File: config.mk
export PLATFORM = sky130hd
export DESIGN_NAME = mxg_ram
export DESIGN_NICKNAME = d
export VERILOG_FILES = /design/src/design/mxg_ram.sv
export SDC_FILE = /design/constraint.sdc
export NUM_CORES = 1
export LEC_CHECK = 0
export BUFFER_PORTS_ARGS = -buffer_cell sky130_fd_sc_hd__buf_2
export CELL_PAD_IN_SITES_DETAIL_PLACEMENT = 1
export CELL_PAD_IN_SITES_GLOBAL_PLACEMENT = 2
export CORE_MARGIN = 10
export CORE_UTILIZATION = 25
export CTS_BUF_LIST = sky130_fd_sc_hd__clkbuf_4 sky130_fd_sc_hd__clkbuf_8 sky130_fd_sc_hd__clkbuf_16
export DETAILED_ROUTE_END_ITERATION = 16
export GPL_ROUTABILITY_DRIVEN = 0
export PLACE_DENSITY = 0.52
export SKIP_LAST_GASP = 1
export SLEW_MARGIN = 15
export SYNTH_ARGS = -nofsm -noshare
export SYNTH_HDL_FRONTEND = slang
export SYNTH_SLANG_ARGS = --single-unit
File: constraint.sdc
create_clock -name clk -period 12.32 [get_ports clk]
set_clock_uncertainty 0.2 [all_clocks]
set_input_delay 2.464 -clock clk [delete_from_list [all_inputs] [get_ports clk]]
set_output_delay 2.464 -clock clk [all_outputs]
set_load 0.01 [all_outputs]
File: src/design/mxg_ram.sv
`timescale 1ns / 1ps
`default_nettype none
module mxg_ram #(
	parameter int WIDTH = 64,
	parameter int DEPTH = 8,
	localparam int AW = (DEPTH > 1) ? $clog2(DEPTH) : 1
) (
	input  wire logic             clk,
	input  wire logic             we,
	input  wire logic [AW-1:0]    waddr,
	input  wire logic [WIDTH-1:0] wdata,
	input  wire logic [AW-1:0]    raddr,
	output logic      [WIDTH-1:0] rdata
);

	logic [WIDTH-1:0] mem_q [DEPTH];
	logic [WIDTH-1:0] rdata_q;

	always_ff @(posedge clk) begin
		if (we) begin
			mem_q[waddr] <= wdata;
		end
		rdata_q <= mem_q[raddr];
	end

	assign rdata = rdata_q;

endmodule
`default_nettype wire

Word-level counts from Yosys, hierarchy flattened

Memories as Yosys holds them, arrays and structs flattened. A register that Yosys moved wholly into a read port is not among the register bits.
Index checks and enable logic that the tools add are counted.

Muxes and demuxes: 2

Operators by type and width:

| operator | number |
|---|---|
| $mux 1   | 2 |

Output and inout port bits: 64
Register bits: 0
Memories kept: 1
RAM bits: 512

Memories:

| name  | depth | bits a word | rd ports | clocked after Yosys merged registers in | write ports | RTL line | source |
|---|---|---|---|---|---|---|---|
| mem_q | 8     | 64          | 1        | 1                                       | 1           | 16       | `logic [WIDTH-1:0] mem_q [DEPTH];` |

Depth between registers and ports, before layout

Word-level depth: 2
Gate-level depth with buffers: 4
Gate-level depth less buffers: 2

Worst setup path before layout

OpenSTA, ideal clock, no wires.

Path type: in2reg
From: input port waddr[2]
To: memory mem_q[0][0], enable pin
Buffers on the path: 0
Stages on the path: 2
Setup slack: 4,560 ps
Arrival time: 6,994 ps
Cell sequence: nand2b_1 -> nor3_1

RTL lines:

| what            | RTL line | source |
|---|---|---|
| start, declared | 10       | `input wire logic [AW-1:0] waddr,` |
| end, declared   | 16       |  |

No word-level cell before the write port.

==> flow_metrics.env <==
export IMPL_status="completed"
export IMPL_finalNetCount=1067
export IMPL_die_h_um=307
export IMPL_end_kind="flop"
export IMPL_remaining_drc_errors=0
export IMPL_finalSetupViolCount=0
export IMPL_drive_gt1_frac=0.439
export IMPL_synthXorXnorAreaFrac=0
export IMPL_relSlewSlack=0.288
export IMPL_reg2reg_from="mem_q[7][14]$_DFFE_PP_"
export IMPL_syn_area_sq_um=20500
export IMPL_cts_tree="built"
export IMPL_synthSimpleGateAreaFrac=0.00286
export IMPL_p_sw_uw=885
export IMPL_tightest_slew_ns=1.07
export IMPL_arrival_ns=4.73
export IMPL_rsz0062_at_grt="no"
export IMPL_syn_to_final_growth_pct=20.2
export IMPL_vias=8797
export IMPL_netlist_instances=816
export IMPL_required_ns=12.61
export IMPL_grt_pass1_vias=9754
export IMPL_postCtsHoldBufs=0
export IMPL_numClockSinks=576
export IMPL_synthAdderAreaFrac=0
export IMPL_cts_resized=0
export IMPL_whs_path_depth=2
export IMPL_report_final_hold_viol_count=0
export IMPL_cts_setup_buffers=0
export IMPL_ys_seq_area_frac=0.811
export IMPL_ctsHtreeMaxLevel=2
export IMPL_routed_wl_um=47300
export IMPL_fmax_ghz=0.225
export IMPL_clkTransAtPathRegs_ns=0.06
export IMPL_synth_compound_area_frac=0
export IMPL_port_buffer_count=135
export IMPL_firstDrtPassIters=5
export IMPL_layout_common_cells="512 x edfxtp_1, 132 x buf_2, 128 x mux4_2, 64 x mux2_2, 64 x dfxtp_1"
export IMPL_dp_cells=2003
export IMPL_yosysWarnings=0
export IMPL_r2r_slack_ns=10.84
export IMPL_hold_end="rdata[41]$_DFF_P_"
export IMPL_synth_area_mux_share=0.175
export IMPL_clk_latency_ns=0.60
export IMPL_clockRootBuffer="clkbuf_16"
export IMPL_final_common_cell="edfxtp_1"
export IMPL_rows=105
export IMPL_hp_class="reg -> reg"
export IMPL_period_minus_slack_ns=4.44
export IMPL_core_area_sq_um=81700
export IMPL_start_util=0.251
export IMPL_synth_nets=888
export IMPL_path_max_fanout=70
export IMPL_fill_cells=8194
export IMPL_p_int_uw=3500
export IMPL_clockBufferDepth=3
export IMPL_vdd_ir_drop_max_mv=0.0879
export IMPL_worstSetupStartpointType="input port"
export IMPL_grt_first_pass_wirelength_um=68900
export IMPL_ant_nets=0
export IMPL_cts_buffers=60
export IMPL_dp_final_hpwl_um=25200
export IMPL_pwr_share_clk=0.442
export IMPL_die_area_sq_um=94100
export IMPL_synth_top_family_by_area="multiplexers"
export IMPL_finalNonFillerCells=2120
export IMPL_power_density_nw_per_um2=178
export IMPL_pre_cts_ws_ns=7.13
export IMPL_synthDistinctLibCells=13
export IMPL_setup_ws_ns=7.88
export IMPL_min_period_over_period=0.360
export IMPL_final_setup_tns_ns=0
export IMPL_critical_path_startpoint="raddr[0]"
export IMPL_netSwitchingFraction=0.202
export IMPL_hold_worst_slack_ns=0.473
export IMPL_drv_slew=0
export IMPL_rr_endpoint="rdata[14]$_DFF_P_"
export IMPL_criticalPathCategory="in -> reg"
export IMPL_hp_start="mem_q[5][41]$_DFFE_PP_"
export IMPL_combPwrFrac=0.049
export IMPL_grt_max_degree=72
export IMPL_grt_usage=0.0996
export IMPL_via_per_inst=4.15
export IMPL_drv_cap=0
export IMPL_drtIter0Drc=573
export IMPL_antenna_found_initial=16
export IMPL_r2r_cells=2
export IMPL_die_w_um=307
export IMPL_seqPwrFrac=0.508
export IMPL_grt_overflow=0
export IMPL_pin_count=136
export IMPL_ys_ff_latch=576
export IMPL_syn_avg_cell_area_sq_um=25.2
export IMPL_wl_per_cell_um=22.3
export IMPL_power_leakage_uw=0.00798
[worst max-delay path, stage by stage]
cell,delay [ns]
buf_8,0.57
buf_4,0.68
mux4_2,0.59
mux2_2,0.28
[worst max-delay path by stage]
| stage | endpoint | slack [ns] | depth (start not counted) |
|---|---|---|---|
| after floorplan | mem_q[0][0]$_DFFE_PP_ | 4.56 | 2 |
| after global placement | rdata[39]$_DFF_P_ | 7.14 | 4 |
| after detailed placement | rdata[51]$_DFF_P_ | 7.13 | 4 |
| after CTS | rdata[50]$_DFF_P_ | 7.78 | 4 |
| after global routing | rdata[48]$_DFF_P_ | 7.65 | 4 |
| final | rdata[48]$_DFF_P_ | 7.88 | 4 |
[registers in the layout (all words and copies together), names as in the netlist]
name   count
mem_q    512
rdata     64
[logic make-up after synthesis]
logic type | count (synthesis)
DFF | 576
and+or+nand+nor | 13
muxes | 192
buffers and inverters | 35
[synth_stat cells]
cell	instances	area (sq um)
mux2_2	64	721
buf_6	11	124
nor2_1	6	22.5
buf_1	9	33.8
buf_2	3	15.0
edfxtp_1	512	15400
nand2b_1	3	18.8
nor3_1	2	10.0
clkbuf_1	9	33.8
mux4_2	128	2880
buf_4	3	22.5
dfxtp_1	64	1280
nand2_1	2	7.51
[final cells by class]
type	count	area, sq um	area share
Clock buffer	78	1700	0.0688
Antenna cell	5	12.5	0.000507
Timing Repair Buffer	152	822	0.0333
Multi-Input combinational cell	205	3720	0.151
Sequential cell	576	16700	0.674
Tap cell	1070	1340	0.0542
Clock inverter	34	450	0.0182
[routing by layer]
metal	up-vias	global-route usage	share of wire
li1	3820	-	-
met1	4704	0.131	0.45
met2	167	0.160	0.47
met3	84	0.0274	0.059
met4	22	0.0270	0.020
met5	-	0	0.0025
[power by group through the flow]
| stage | clock network, uW | registers (uW) | logic (uW) |
|---|---|---|---|
| 2_1_floorplan | 0 | 2280 | 115 |
| 3_3_place_gp | 0 | 2270 | 222 |
| 3_5_place_dp | 0 | 2270 | 225 |
| 4_1_cts | 2000 | 2230 | 226 |
| 5_1_grt | 2080 | 2240 | 239 |
| 6_report | 1940 | 2230 | 216 |
[per-stage QoR]
step | instance area (sq um) | total power [uW] | utilization
after floorplan | 20500 | 2390 | -
after global placement | 22500 | 2490 | 0.276
after detailed placement | 22500 | 2500 | 0.276
after CTS | 24700 | 4450 | 0.302
after global routing | 24700 | 4550 | 0.302
final | 24700 | 4390 | 0.302
No activity file was read; power rests on OpenSTA's default activity.
